<file path="src/design/mixed_script_text_inspector_core_defines.svh">
// Assertion macros used by the inspector RTL.
`ifndef MIXED_SCRIPT_TEXT_INSPECTOR_CORE_DEFINES_SVH
`define MIXED_SCRIPT_TEXT_INSPECTOR_CORE_DEFINES_SVH

// Same-cycle implication, disabled while in reset.
`define MSTXI_ASSERT_IMP(lbl, ante, cons, msg) \
    lbl: assert property (@(posedge clk) disable iff (!rst_n) (ante) |-> (cons)) \
        else $error(msg);

// Next-cycle implication, disabled while in reset.
`define MSTXI_ASSERT_NEXT(lbl, ante, cons, msg) \
    lbl: assert property (@(posedge clk) disable iff (!rst_n) (ante) |=> (cons)) \
        else $error(msg);

`endif

</file>
<file path="src/design/mstxi_pkg.sv">
`timescale 1ns / 1ps

package mstxi_pkg;

    localparam int unsigned CP_W     = 21;
    localparam int unsigned SCRIPT_W = 3;

    // script set bits
    localparam logic [SCRIPT_W-1:0] SCRIPT_LATIN    = 3'b001;
    localparam logic [SCRIPT_W-1:0] SCRIPT_CYRILLIC = 3'b010;
    localparam logic [SCRIPT_W-1:0] SCRIPT_GREEK    = 3'b100;
    localparam logic [SCRIPT_W-1:0] SCRIPT_NONE     = 3'b000;

    // bidi controls
    localparam logic [CP_W-1:0] BIDI_EMB_LO = 21'h0202A;
    localparam logic [CP_W-1:0] BIDI_EMB_HI = 21'h0202E;
    localparam logic [CP_W-1:0] BIDI_ISO_LO = 21'h02066;
    localparam logic [CP_W-1:0] BIDI_ISO_HI = 21'h02069;

    // zero-width characters
    localparam logic [CP_W-1:0] ZW_LO    = 21'h0200B;
    localparam logic [CP_W-1:0] ZW_HI    = 21'h0200D;
    localparam logic [CP_W-1:0] ZW_WJ    = 21'h02060;
    localparam logic [CP_W-1:0] ZW_BOM   = 21'h0FEFF;

    // letters
    localparam logic [CP_W-1:0] LAT_UP_LO = 21'h00041;
    localparam logic [CP_W-1:0] LAT_UP_HI = 21'h0005A;
    localparam logic [CP_W-1:0] LAT_LO_LO = 21'h00061;
    localparam logic [CP_W-1:0] LAT_LO_HI = 21'h0007A;
    localparam logic [CP_W-1:0] CYR_LO    = 21'h00400;
    localparam logic [CP_W-1:0] CYR_HI    = 21'h0052F;
    localparam logic [CP_W-1:0] GRK_LO    = 21'h00370;
    localparam logic [CP_W-1:0] GRK_HI    = 21'h003FF;

    // whitespace
    localparam logic [CP_W-1:0] WS_CTL_LO = 21'h00009;
    localparam logic [CP_W-1:0] WS_CTL_HI = 21'h0000D;
    localparam logic [CP_W-1:0] WS_SPACE  = 21'h00020;
    localparam logic [CP_W-1:0] WS_NEL    = 21'h00085;
    localparam logic [CP_W-1:0] WS_NBSP   = 21'h000A0;
    localparam logic [CP_W-1:0] WS_OGHAM  = 21'h01680;
    localparam logic [CP_W-1:0] WS_EN_LO  = 21'h02000;
    localparam logic [CP_W-1:0] WS_EN_HI  = 21'h0200A;
    localparam logic [CP_W-1:0] WS_LSEP   = 21'h02028;
    localparam logic [CP_W-1:0] WS_PSEP   = 21'h02029;
    localparam logic [CP_W-1:0] WS_NNBSP  = 21'h0202F;
    localparam logic [CP_W-1:0] WS_MMSP   = 21'h0205F;
    localparam logic [CP_W-1:0] WS_IDEO   = 21'h03000;

    typedef struct packed {
        logic                reorder;
        logic                invisible;
        logic                space;
        logic [SCRIPT_W-1:0] script;
    } cp_class_t;

    // true when two or more script bits are set
    function automatic logic several_scripts(input logic [SCRIPT_W-1:0] s);
        several_scripts = (s[0] & s[1]) | (s[0] & s[2]) | (s[1] & s[2]);
    endfunction

endpackage

</file>
<file path="src/design/mstxi_classify.sv">
`timescale 1ns / 1ps

module mstxi_classify
(
    input  logic [mstxi_pkg::CP_W-1:0] code_point,
    output mstxi_pkg::cp_class_t       cls
);

    logic [mstxi_pkg::CP_W-1:0] c;

    assign c = code_point;

    always_comb
    begin
        cls.reorder   = (c >= mstxi_pkg::BIDI_EMB_LO && c <= mstxi_pkg::BIDI_EMB_HI) ||
                        (c >= mstxi_pkg::BIDI_ISO_LO && c <= mstxi_pkg::BIDI_ISO_HI);
        cls.invisible = (c >= mstxi_pkg::ZW_LO && c <= mstxi_pkg::ZW_HI) ||
                        (c == mstxi_pkg::ZW_WJ) || (c == mstxi_pkg::ZW_BOM);
        cls.space     = (c >= mstxi_pkg::WS_CTL_LO && c <= mstxi_pkg::WS_CTL_HI) ||
                        (c == mstxi_pkg::WS_SPACE) || (c == mstxi_pkg::WS_NEL) ||
                        (c == mstxi_pkg::WS_NBSP)  || (c == mstxi_pkg::WS_OGHAM) ||
                        (c >= mstxi_pkg::WS_EN_LO && c <= mstxi_pkg::WS_EN_HI) ||
                        (c == mstxi_pkg::WS_LSEP)  || (c == mstxi_pkg::WS_PSEP) ||
                        (c == mstxi_pkg::WS_NNBSP) || (c == mstxi_pkg::WS_MMSP) ||
                        (c == mstxi_pkg::WS_IDEO);
        // letter ranges are disjoint
        unique if ((c >= mstxi_pkg::LAT_UP_LO && c <= mstxi_pkg::LAT_UP_HI) ||
                   (c >= mstxi_pkg::LAT_LO_LO && c <= mstxi_pkg::LAT_LO_HI))
        begin
            cls.script = mstxi_pkg::SCRIPT_LATIN;
        end
        else if (c >= mstxi_pkg::CYR_LO && c <= mstxi_pkg::CYR_HI)
        begin
            cls.script = mstxi_pkg::SCRIPT_CYRILLIC;
        end
        else if (c >= mstxi_pkg::GRK_LO && c <= mstxi_pkg::GRK_HI)
        begin
            cls.script = mstxi_pkg::SCRIPT_GREEK;
        end
        else
        begin
            cls.script = mstxi_pkg::SCRIPT_NONE;
        end
    end

endmodule

</file>
<file path="src/design/mstxi_track.sv">
`timescale 1ns / 1ps

module mstxi_track
(
    input  logic                 clk,
    input  logic                 rst_n,
    input  logic                 advance,
    input  logic                 end_of_name,
    input  mstxi_pkg::cp_class_t cls,
    output logic                 keep,
    output logic                 reorders_text,
    output logic                 hides_characters,
    output logic                 mixes_scripts,
    output logic                 idle_state
);

    logic [mstxi_pkg::SCRIPT_W-1:0] word_scripts_reg, word_scripts_next, word_upd;
    logic reorder_seen_reg, reorder_seen_next, reorder_upd;
    logic hidden_seen_reg, hidden_seen_next, hidden_upd;
    logic mixed_seen_reg, mixed_seen_next, mixed_upd, mixed_fin;

    always_comb
    begin
        word_upd    = word_scripts_reg;
        reorder_upd = reorder_seen_reg;
        hidden_upd  = hidden_seen_reg;
        mixed_upd   = mixed_seen_reg;
        keep        = 1'b1;
        priority if (cls.reorder)
        begin
            reorder_upd = 1'b1;
            keep        = 1'b0;
        end
        else if (cls.invisible)
        begin
            hidden_upd = 1'b1;
            keep       = 1'b0;
        end
        else if (cls.script != mstxi_pkg::SCRIPT_NONE)
        begin
            word_upd = word_scripts_reg | cls.script;
        end
        else if (cls.space)
        begin
            // whitespace closes the word
            mixed_upd = mixed_seen_reg | mstxi_pkg::several_scripts(word_scripts_reg);
            word_upd  = mstxi_pkg::SCRIPT_NONE;
        end
        else
        begin
            word_upd = word_scripts_reg;
        end

        // end of name closes any open word too
        mixed_fin = mixed_upd | mstxi_pkg::several_scripts(word_upd);

        reorders_text    = end_of_name & reorder_upd;
        hides_characters = end_of_name & hidden_upd;
        mixes_scripts    = end_of_name & mixed_fin;

        if (end_of_name)
        begin
            word_scripts_next = mstxi_pkg::SCRIPT_NONE;
            reorder_seen_next = 1'b0;
            hidden_seen_next  = 1'b0;
            mixed_seen_next   = 1'b0;
        end
        else
        begin
            word_scripts_next = word_upd;
            reorder_seen_next = reorder_upd;
            hidden_seen_next  = hidden_upd;
            mixed_seen_next   = mixed_upd;
        end
    end

    assign idle_state = (word_scripts_reg == mstxi_pkg::SCRIPT_NONE) &&
                        !reorder_seen_reg && !hidden_seen_reg && !mixed_seen_reg;

    always_ff @(posedge clk or negedge rst_n)
    begin
        if (!rst_n)
        begin
            word_scripts_reg <= mstxi_pkg::SCRIPT_NONE;
            reorder_seen_reg <= 1'b0;
            hidden_seen_reg  <= 1'b0;
            mixed_seen_reg   <= 1'b0;
        end
        else if (advance)
        begin
            word_scripts_reg <= word_scripts_next;
            reorder_seen_reg <= reorder_seen_next;
            hidden_seen_reg  <= hidden_seen_next;
            mixed_seen_reg   <= mixed_seen_next;
        end
    end

endmodule

</file>
<file path="src/design/mixed_script_text_inspector_core.sv">
`timescale 1ns / 1ps
// Path: an accepted input goes to the input register, then the result register.
// Throughput: one code point per cycle while m_axis_tready allows, set by the
//   input register feeding the combinational classifier and flag update.
// Reset: rst_n (async, active low) empties both registers and clears the word
//   script set and the three sticky flags.

`include "mixed_script_text_inspector_core_defines.svh"

module mixed_script_text_inspector_core
(
    input  logic        clk,
    input  logic        rst_n,

    input  logic        s_axis_tvalid,
    output logic        s_axis_tready,
    input  logic [23:0] s_axis_tdata,   // [20:0] code_point, [23:21] zero
    input  logic        s_axis_tlast,   // end_of_name

    output logic        m_axis_tvalid,
    input  logic        m_axis_tready,
    output logic [23:0] m_axis_tdata,   // [20:0] char_out, [21] reorders_text,
                                        // [22] hides_characters, [23] mixes_scripts
    output logic        m_axis_tuser,   // keep
    output logic        m_axis_tlast    // last
);

    // Input register stage
    logic                         in_valid_reg, in_valid_next;
    logic [mstxi_pkg::CP_W-1:0]   in_cp_reg;
    logic                         in_last_reg;

    // Result register stage
    logic                         out_valid_reg, out_valid_next;
    logic [mstxi_pkg::CP_W-1:0]   out_cp_reg;
    logic                         out_keep_reg;
    logic                         out_last_reg;
    logic [2:0]                   out_flags_reg;

    logic                 in_take;
    logic                 advance;
    mstxi_pkg::cp_class_t cls;
    logic                 keep;
    logic                 reorders_text;
    logic                 hides_characters;
    logic                 mixes_scripts;
    logic                 idle_state;

    // The input stage moves into the result stage whenever the result stage is
    // empty or being drained, so both sides run at full rate.
    assign advance       = in_valid_reg && (!out_valid_reg || m_axis_tready);
    assign s_axis_tready = !in_valid_reg || advance;
    assign in_take       = s_axis_tvalid && s_axis_tready;

    always_comb
    begin
        in_valid_next = in_take || (in_valid_reg && !advance);
        if (advance)
        begin
            out_valid_next = 1'b1;
        end
        else if (m_axis_tready)
        begin
            out_valid_next = 1'b0;
        end
        else
        begin
            out_valid_next = out_valid_reg;
        end
    end

    mstxi_classify u_classify
    (
        .code_point (in_cp_reg),
        .cls        (cls)
    );

    // Word script set and sticky flags; updated only as a transaction leaves
    // the input stage so stalls never double-count a code point.
    mstxi_track u_track
    (
        .clk              (clk),
        .rst_n            (rst_n),
        .advance          (advance),
        .end_of_name      (in_last_reg),
        .cls              (cls),
        .keep             (keep),
        .reorders_text    (reorders_text),
        .hides_characters (hides_characters),
        .mixes_scripts    (mixes_scripts),
        .idle_state       (idle_state)
    );

    always_ff @(posedge clk or negedge rst_n)
    begin
        if (!rst_n)
        begin
            in_valid_reg  <= 1'b0;
            out_valid_reg <= 1'b0;
        end
        else
        begin
            in_valid_reg  <= in_valid_next;
            out_valid_reg <= out_valid_next;
        end
    end

    // Payload registers, no reset needed
    always_ff @(posedge clk)
    begin
        if (in_take)
        begin
            in_cp_reg   <= s_axis_tdata[mstxi_pkg::CP_W-1:0];
            in_last_reg <= s_axis_tlast;
        end
        if (advance)
        begin
            out_cp_reg    <= in_cp_reg;
            out_keep_reg  <= keep;
            out_last_reg  <= in_last_reg;
            out_flags_reg <= {mixes_scripts, hides_characters, reorders_text};
        end
    end

    assign m_axis_tvalid = out_valid_reg;
    assign m_axis_tdata  = {out_flags_reg, out_cp_reg};
    assign m_axis_tuser  = out_keep_reg;
    assign m_axis_tlast  = out_last_reg;

    // Flags are only reported on the last code point of a name.
    `MSTXI_ASSERT_IMP(a_flags_only_on_last, m_axis_tvalid && !m_axis_tlast, m_axis_tdata[23:21] == 3'b000, "flags set on non-last result")
    // A dropped last character must itself be reported as reordering or hidden.
    `MSTXI_ASSERT_IMP(a_drop_flagged, m_axis_tvalid && m_axis_tlast && !m_axis_tuser, m_axis_tdata[21] || m_axis_tdata[22], "dropped last character not flagged")
    // Name state is cleared once the end item has passed through.
    `MSTXI_ASSERT_NEXT(a_clear_after_end, advance && in_last_reg, idle_state, "state not cleared after end of name")

endmodule

</file>
<file path="config.mk">
export PLATFORM = sky130hd
export DESIGN_NAME = mixed_script_text_inspector_core
export DESIGN_NICKNAME = d
export VERILOG_FILES = /design/src/design/mstxi_pkg.sv /design/src/design/mstxi_classify.sv /design/src/design/mstxi_track.sv /design/src/design/mixed_script_text_inspector_core.sv
export VERILOG_INCLUDE_DIRS = /design/src /design/src/design
export SDC_FILE = /design/constraint.sdc
export NUM_CORES = 1
export LEC_CHECK = 0
export BUFFER_PORTS_ARGS = -buffer_cell sky130_fd_sc_hd__buf_2
export CORE_MARGIN = 1
export CORE_UTILIZATION = 57
export CTS_CLUSTER_SIZE = 12
export DETAILED_ROUTE_END_ITERATION = 6
export GPL_TIMING_DRIVEN = 0
export PLACE_DENSITY = 0.88
export SYNTH_ARGS = -nofsm -noshare
export SYNTH_HDL_FRONTEND = slang
export SYNTH_SLANG_ARGS = --single-unit
</file>
<file path="constraint.sdc">
create_clock -name clk -period 5.1 [get_ports clk]
set_input_delay 0.255 -clock clk [delete_from_list [all_inputs] [get_ports clk]]
set_output_delay 0.255 -clock clk [all_outputs]
set_load 0.05 [all_outputs]
</file>
# Word-level counts from Yosys, hierarchy flattened
# Index checks and enable logic that the tools add are counted.
word_totals:
  regBits: 56
  elab_cells: 112
  in_bits: 29
classes:
  n_bitwise: 16
  muxes: 21
  n_lt_le_gt_ge: 18
  eq_ne: 11
  n_reduce_logical: 34
ops:
  columns: ["operator", "count"]
  rows:
  - ["21-bit by 14-bit equality test with 1-bit output (second input constant)", 6]
  - ["21-bit by 14-bit >= comparator with 1-bit output (second input constant)", 4]
  - ["21-bit by 14-bit <= comparator with 1-bit output (second input constant)", 4]
  - ["21-bit by 8-bit equality test with 1-bit output (second input constant)", 2]
  - ["21-bit by 7-bit >= comparator with 1-bit output (second input constant)", 2]
  - ["21-bit by 7-bit <= comparator with 1-bit output (second input constant)", 2]
  - ["3-bit 2-to-1 mux", 8]
  - ["21-bit by 13-bit equality test with 1-bit output (second input constant)", 1]
  - ["21-bit by 16-bit equality test with 1-bit output (second input constant)", 1]
  - ["21-bit by 6-bit equality test with 1-bit output (second input constant)", 1]
  - ["21-bit by 10-bit >= comparator with 1-bit output (second input constant)", 1]
  - ["21-bit by 11-bit >= comparator with 1-bit output (second input constant)", 1]
  - ["21-bit by 4-bit >= comparator with 1-bit output (second input constant)", 1]
  - ["21-bit by 10-bit <= comparator with 1-bit output (second input constant)", 1]
  - ["21-bit by 11-bit <= comparator with 1-bit output (second input constant)", 1]
  - ["21-bit by 4-bit <= comparator with 1-bit output (second input constant)", 1]
  - ["1-bit logical OR", 17]
  - ["1-bit 2-to-1 mux", 13]
  - ["1-bit logical AND", 12]
  - ["1-bit AND", 9]
  - ["1-bit OR", 6]
  - ["1-bit logical NOT", 3]
  - ["3-bit OR", 1]
  - ["3-bit nonzero test", 1]
  - ["2-bit nonzero test", 1]

# Logic depth before layout (Yosys ltp)
# Gate-level depths: netlist (run 1).
depth:
  ltp_word: 21
  mapped_depth: 6
  depth_no_buf: 6

# Hierarchy
# A second synthesis (run 1) with hierarchy kept.
hier_totals:
  hier_cells: 181
  hier_area_um2: 2499.9
modules_own_cells:
  columns: ["module", "n_inst", "area_per_inst_um2", "seq_area_each_um2", "cells_per_inst"]
  rows:
  - ["mixed_script_text_inspector_core", 1, 1545.2, 1491.4, 56]
  - ["mstxi_classify", 1, 533.0, 0.0, 80]
  - ["mstxi_track", 1, 421.7, 150.1, 45]

# Worst setup path before layout (run 1)
# OpenSTA, ideal clock, no wires.
synth_timing:
  path_type: "reg2reg"
  startpoint: "register out_valid_reg, in the netlist m_axis_tvalid"
  endpoint: "register in_cp_reg[0] (netlist name), enable pin"
  n_path_buf: 0
  path_slack_ps: 2953
  setup_ps: 381
  path_stages_with_launch: 3
  t_arrival_ps: 1767
  path_cell_list: "dfrtp_1 nand3b_1 and2_1"
synth_between:
  elab_chain_cells: 5
synth_rtl:
  columns: ["item", "line_no", "source"]
  rows:
  - ["from (decl)", "mixed_script_text_inspector_core.sv:34", "logic out_valid_reg, out_valid_next;"]
  - ["from (signal assigned)", "mixed_script_text_inspector_core.sv:104", "out_valid_reg <= out_valid_next;"]
  - ["1-bit logical NOT", "mixed_script_text_inspector_core.sv:51", "assign advance = in_valid_reg && (!out_valid_reg || m_axis_tready);"]
  - ["1-bit logical OR", "mixed_script_text_inspector_core.sv:51", null]
  - ["1-bit logical AND", "mixed_script_text_inspector_core.sv:51", null]
  - ["1-bit logical OR", "mixed_script_text_inspector_core.sv:52", "assign s_axis_tready = !in_valid_reg || advance;"]
  - ["net s_axis_tready", "mixed_script_text_inspector_core.sv:16", "output logic s_axis_tready,"]
  - ["1-bit logical AND", "mixed_script_text_inspector_core.sv:53", "assign in_take = s_axis_tvalid && s_axis_tready;"]
  - ["net in_take", "mixed_script_text_inspector_core.sv:40", "logic in_take;"]
  - ["to (signal assigned)", "mixed_script_text_inspector_core.sv:113", "in_cp_reg <= s_axis_tdata[mstxi_pkg::CP_W-1:0];"]
  - ["to (decl)", "mixed_script_text_inspector_core.sv:30", "logic [mstxi_pkg::CP_W-1:0] in_cp_reg;"]
# The timed path passes the listed nets, and every way through them passes these cells.
# A chain may end at the register's enable or synchronous reset.

# Worst setup path after layout (run 1)
layout_timing:
  startpoint: "register in_cp_reg[18] (netlist name)"
  endpoint: "register u_track.word_scripts_reg[1] (netlist name)"
layout_between:
  elab_chain_cells: 17
  elab_cells_between_ends: 62
layout_rtl:
  columns: ["item", "line_no", "source"]
  rows:
  - ["21-bit by 4-bit >= comparator with 1-bit output or 21-bit by 4-bit <= comparator with 1-bit output (tied branches)", "mstxi_classify.sv:19", "cls.space = (c >= mstxi_pkg::WS_CTL_LO && c <= mstxi_pkg::WS_CTL_HI) ||"]
  - ["1-bit logical AND", "mstxi_classify.sv:19", null]
  - ["1-bit logical OR", "mstxi_classify.sv:19", null]
  - ["1-bit logical OR (2 in a row)", "mstxi_classify.sv:20", "(c == mstxi_pkg::WS_SPACE) || (c == mstxi_pkg::WS_NEL) ||"]
  - ["1-bit logical OR (2 in a row)", "mstxi_classify.sv:21", "(c == mstxi_pkg::WS_NBSP) || (c == mstxi_pkg::WS_OGHAM) ||"]
  - ["1-bit logical OR", "mstxi_classify.sv:22", "(c >= mstxi_pkg::WS_EN_LO && c <= mstxi_pkg::WS_EN_HI) ||"]
  - ["1-bit logical OR (2 in a row)", "mstxi_classify.sv:23", "(c == mstxi_pkg::WS_LSEP) || (c == mstxi_pkg::WS_PSEP) ||"]
  - ["1-bit logical OR (2 in a row)", "mstxi_classify.sv:24", "(c == mstxi_pkg::WS_NNBSP) || (c == mstxi_pkg::WS_MMSP) ||"]
  - ["3-bit 2-to-1 mux", "mstxi_track.sv:43", "else if (cls.space)"]
  - ["3-bit 2-to-1 mux", "mstxi_track.sv:39", "else if (cls.script != mstxi_pkg::SCRIPT_NONE)"]
  - ["3-bit 2-to-1 mux", "mstxi_track.sv:34", "else if (cls.invisible)"]
  - ["3-bit 2-to-1 mux *", "mstxi_track.sv:29", "priority if (cls.reorder)"]
  - ["3-bit 2-to-1 mux *", "mstxi_track.sv:61", "if (end_of_name)"]
  - ["to (signal assigned)", "mstxi_track.sv:84", "word_scripts_reg <= mstxi_pkg::SCRIPT_NONE;"]
  - ["to (signal assigned)", "mstxi_track.sv:91", "word_scripts_reg <= word_scripts_next;"]
  - ["to (decl)", "mstxi_track.sv:17", "logic [mstxi_pkg::SCRIPT_W-1:0] word_scripts_reg, word_scripts_next, word_upd;"]
# Every way passes the cells marked *; elsewhere a longest branch is shown, timed or not.

==> metrics.cfg, run 1 <==
[global_routing]
grt_max_degree=31
use_met3_pct=7.77
gr-max-usage-layer=met2
grt_pass1_wl_um=8630
grt_overflow=0
use_met1_pct=33.1
grt_pass1_vias=1822
antenna_found_initial=0
use_met2_pct=42.6
grt_usage_pct=26.7

[timing]
skew_ns=0.0101
worst_slew_margin_rel_pct=27.4
worst_slew_pin_slew_ns=1.09
fin_tns_setup_ns=0
setup_violations=0
finalHoldViolCount=0
fin_crit_sh_pct=48.8
rsz0062_at_grt=false
fmax_mhz=402
drv_slew=0
period_needed_ns=2.49

[hold_path]
holdPathStages=1
hold_class=input pin to flop
min_to=in_cp_reg[4]
hp-start=s_axis_tdata[4]

[floorplanning]
initial_core_util_pct=60.3
core_sq_mm=0.00409
die_y_um=67.7
die-area_sq_mm=0.00459
io_pins=57
dieWidth_um=67.7
rows=23

[finish]
antenna_cells=0
nets=276
fill_cells=308
layout_commonest_cell=buf_2
final_cell_count_no_fill=298
drive_gt1_share_pct=27.8
final_cell_mix=buf_2, edfxtp_1, nor3_1
area.growth.synth_to_final_pct=17.1

[route]
routed_wirelength_um=5300
drt-initial-drc-count=138
dr_total_vias=1872
drt_first_pass_iters=4
ant_nets=0
wl_per_cell_um=17.8
vias_per_cell=6.28
drc=0

[clocking]
tritoncts.num_buffers=5
cts_tree=built
clock_latency_ns=0.31
h-tree-depth=2
cts.reportedPaths.clkPinSlew_ns=0.10
cts_buffer_depth=2
cts_root_buf=clkbuf_8
cts.sinks=56

[critical_path]
cpMaxStageDelayCell=nor4_1
critPathMaxFanout=5
start_kind=flop
path_cells=nor4_1, nand3_1, a211oi_1, o41ai_1, a22o_1
worstPathArrival_ns=2.69
path_buf_inv=0
crit_path_end_kind=flop
crit_required_ns=5.30
slowest_delay_ns=0.74
ff2ff_path_depth=5
crit-reg2reg-capture=u_track.word_scripts_reg[1]
critical-path-top-delay-family=simple AND/OR/NAND/NOR gates
r2r_start=in_cp_reg[18]
critPathKind=flop to flop
worst-r2r-setup-slack_ns=2.61

[synthesis]
avgSynthCellArea_sq_um=13.2
synth-xor-area-share_pct=0
muxShareOfSynthArea_pct=0
synth_cell_types=53
synth-edff-count=48
ys_seq_area_share_pct=66.7
syn_inst=186
synth_compound_area_share_pct=12.2
synthAdderAreaFrac_pct=0
async_flop_share_pct=14.3
synth_ff_type=edfxtp_1
synth_seq_cells=56
synth_warnings=0
synth_area_sq_mm=0.00246
synth_top_family_by_area=simple AND/OR/NAND/NOR gates
synth-simple-area-share_pct=18.8
syn_nets=215

[place]
dpl.cell_count=289
hpwl_um=3810
placement.io_buffers=53
gp_congestion=0.991

[power_and_ir_drop]
power_density_mw_per_mm2=328
ir_drop_v=0.000260
leakage_nw=1.04

[job]
max-cap-violations=0

[status]
status=completed

layout make-up:
cell class / count / area [sq um] / area share [%]
clock buffer: 6 / 72.6 / 2.52
multi-input combinational: 115 / 762 / 26.4
sequential: 56 / 1640 / 56.9
inverter: 6 / 22.5 / 0.781
timing repair buffer: 54 / 275 / 9.54
buffer: 9 / 36.3 / 1.26
tap: 50 / 62.6 / 2.17
clock inverter: 2 / 11.3 / 0.390
worst register-to-register path: stages, from the launching register on:
cell and delay [ns]:
edfxtp_1 0.45, nor4_1 0.74, nand3_1 0.39, a211oi_1 0.41
o41ai_1 0.16, a22o_1 0.23
synthesized netlist by cell type, drive strengths merged (2+ instances only):
master / number / area (sq um)
edfxtp: 48 / 1440
and2: 2 / 12.5
a211oi: 3 / 22.5
a41o: 2 / 20.0
dfrtp: 8 / 200
nor4: 7 / 43.8
or4b: 2 / 20.0
nand2: 8 / 30.0
o32ai: 3 / 33.8
nand3b: 4 / 30.0
a211o: 2 / 17.5
nor3: 10 / 50.1
or3: 4 / 25.0
clkbuf: 7 / 26.3
nand2b: 4 / 25.0
nand4: 3 / 18.8
inv: 6 / 22.5
nor2: 6 / 22.5
or4: 4 / 38.8
a21oi: 9 / 45.0
nor4bb: 2 / 20.0
buf: 2 / 10.0
nand3: 6 / 30.0
nand4b: 3 / 26.3
o21ai: 6 / 30.0
and3: 2 / 12.5
power by group:
part	internal [mW]	switching [mW]	total, mW
clock	0.0955	0.135	0.231
combinational	0.0423	0.110	0.152
sequential	0.538	0.0254	0.564
total	0.676	0.271	0.947
worst max-delay path by stage:
stage / from / to / slack [ns] / cells after the start
CTS: in_cp_reg[18] / u_track.word_scripts_reg[1] / 2.71 / 5
global route: in_cp_reg[18] / u_track.word_scripts_reg[1] / 2.50 / 5
floorplan: m_axis_tvalid / in_cp_reg[0] / 2.95 / 2
finish: in_cp_reg[18] / u_track.word_scripts_reg[1] / 2.61 / 5
detailed placement: in_cp_reg[18] / u_track.word_scripts_reg[1] / 2.72 / 5
global placement: in_cp_reg[0] / m_axis_tuser / 2.83 / 6
routing by layer:
| layer | share of wire, % | up-vias |
|---|---|---|
| li1 | - | 868 |
| met1 | 39 | 886 |
| met2 | 50 | 102 |
| met3 | 7.8 | 16 |
| met4 | 2.9 | 0 |
| met5 | 0 | - |
per-stage QoR:
stage	setup slack, ns	utilization (%)	power (mW)	cell area (sq um)	hold slack (ns)
after floorplan	2.95	-	0.678	2460	-0.0406
after global placement	2.83	68.3	0.719	2790	0.105
after detailed placement	2.72	68.3	0.725	2790	0.116
after CTS	2.71	70.6	0.953	2880	0.109
after global routing	2.50	70.6	0.985	2880	0.102
final	2.61	70.6	0.947	2880	0.113
cells by family after synthesis:
group                  count (synthesis)
AO/OA/AOI/OAI                         41
AND/OR/NAND/NOR                       74
flip-flops                            56
buffers and inverters                 15
repair_timing:
item                                   CTS  global route
gates resized for setup                  0             0
setup buffers                            0             0
hold buffers                             1             0
endpoints found under the hold margin    8             0
Power figures use the tool's default switching activity.
==> inputs of run 2 (changes only) <==
CORE_UTILIZATION = 53   (was 57)
PLACE_DENSITY = 0.83   (was 0.88)
clock period = 2.5 ns   (was 5.1 ns; I/O delays follow)
==> metrics.cfg, run 2 (synthesis gave the netlist of run 1 again) <==
[status]
status=completed

[hold_path]
holdPathStages=3
hold_class=input pin to flop
min_to=m_axis_tvalid
hp-start=m_axis_tready

[critical_path]
crit_path_end_kind=flop
crit-reg2reg-capture=out_flags_reg[0]
crit_top_cell=a21oi_1
r2r_start=in_cp_reg[10]
start_kind=flop
critPathMaxFanout=7
worstPathArrival_ns=2.45
crit_required_ns=2.56
cpMaxStageDelayCell=or4_1
ff2ff_path_depth=5
path_cells=or4_1, a2111oi_1, o32ai_1, a21oi_1, a21oi_1
worst-r2r-setup-slack_ns=0.11
critPathKind=flop to flop
slowest_delay_ns=0.65

[place]
placement.io_buffers=53
postPlaceCellArea_sq_mm=0.00279
hpwl_um=3260
dp_slack_ns=0.195
gp_congestion=0.901

[floorplanning]
dieWidth_um=70.2
die_y_um=70.2
core_sq_mm=0.00441
io_pins=57
initial_core_util_pct=55.8
die-area_sq_mm=0.00492
rows=24

[power_and_ir_drop]
p_switching_mw=0.551
sequentialPowerShare_pct=55.8
power.internal_mw=1.51
clkPwrFrac_pct=27.8
leakage_nw=1.15
combPwrFrac_pct=16.3
ir_drop_v=0.000454
power_density_mw_per_mm2=652
swShare_pct=26.8

[finish]
antenna_cells=0
register_area_sq_mm=0.00164
stdcell_area_sq_mm=0.00315
nets=299
final_cell_mix=buf_2, edfxtp_1, dlygate4sd3_1
layout_commonest_cell=buf_2
area.growth.synth_to_final_pct=28.1
fill_cells=302
drive_gt1_share_pct=26.6
multi_input_area_sq_um=776

[timing]
fmax_mhz=419
drv_slew=0
worst_slew_margin_rel_pct=27.6
finalHoldViolCount=0
hold_slack_ns=0.0929
fin_crit_sh_pct=95.4
skew_ns=0.00700
worst_slew_pin_slew_ns=1.09
setup_violations=0
rsz0062_at_grt=false
period_needed_ns=2.39
fin_ws_ns=0.114
fin_tns_setup_ns=0

[global_routing]
grt_pass1_vias=1774
grt_max_degree=31
grt_pass1_wl_um=8560
antenna_found_initial=0
grt_overflow=0
grt_usage_pct=23.0

[route]
routed_wirelength_um=5080
drc=0
drt_first_pass_iters=4
dr_total_vias=1888
vias_per_cell=5.85
wl_per_cell_um=15.7
drt-initial-drc-count=152
ant_nets=0

[clocking]
cts.sinks=56
cts.reportedPaths.clkPinSlew_ns=0.09
cts_buffer_depth=2
clock_latency_ns=0.31
h-tree-depth=2
cts_root_buf=clkbuf_8
post_cts_buffers=0
tritoncts.num_buffers=5
cts_tree=built

[job]
max-cap-violations=0

## run 2: layer usage
metal  vias to the layer above  global-route usage [%]  wire length, um
met3                        15                    6.20              345
met2                        72                    35.5             2400
li1                        913                       -                -
met5                         -                       0                0
met4                         0                    9.33              141
met1                       888                    31.1             2200
## run 2: worst max-delay path, delay by kind of cell, from the launching register on
family,cells,cell delay (ns)
AO/OA/AOI/OAI,4,0.98
AND/OR/NAND/NOR,1,0.65
flip-flops,1,0.50
## run 2: timing repair
action,4_1_cts,5_1_grt
endpoints found under the setup margin,0,5
resized for setup,0,3
hold buffers,24,0
hold endpoints to repair,31,0
## run 2: how the worst max path moves through the flow
stage                     cells after the start           from  slack, ns          endpoint
after CTS                                     5  in_cp_reg[10]       0.18  out_flags_reg[0]
final                                         5  in_cp_reg[10]       0.11  out_flags_reg[0]
after global placement                        5  in_cp_reg[11]       0.18  out_flags_reg[0]
after detailed placement                      5  in_cp_reg[10]       0.19  out_flags_reg[0]
after floorplan                               2  m_axis_tvalid       0.35      in_cp_reg[0]
after global routing                          5  in_cp_reg[10]       0.02  out_flags_reg[0]
## run 2: per-stage QoR
stage / instances / total power [mW] / util (%)
floorplan: 186 / 1.38 / -
global placement: 291 / 1.47 / 63.3
detailed placement: 291 / 1.47 / 63.3
CTS: 323 / 2.07 / 71.1
global route: 323 / 2.14 / 71.5
finish: 323 / 2.06 / 71.5
## run 2: layout make-up
class	count	share of cell area, %
buffer	9	1.15
clock buffer	6	2.30
clock inverter	2	1.11
inverter	6	0.714
multi-input combinational	115	24.6
sequential	56	52.0
tap	52	2.06
timing repair buffer	77	16.0
## run 2: power by group through the flow
stage / Clock [mW] / Combinational, mW / Sequential [mW]
2_1_floorplan: 0 / 0.118 / 1.27
3_3_place_gp: 0 / 0.303 / 1.16
3_5_place_dp: 0 / 0.306 / 1.17
4_1_cts: 0.585 / 0.335 / 1.15
5_1_grt: 0.615 / 0.365 / 1.16
6_report: 0.572 / 0.336 / 1.15
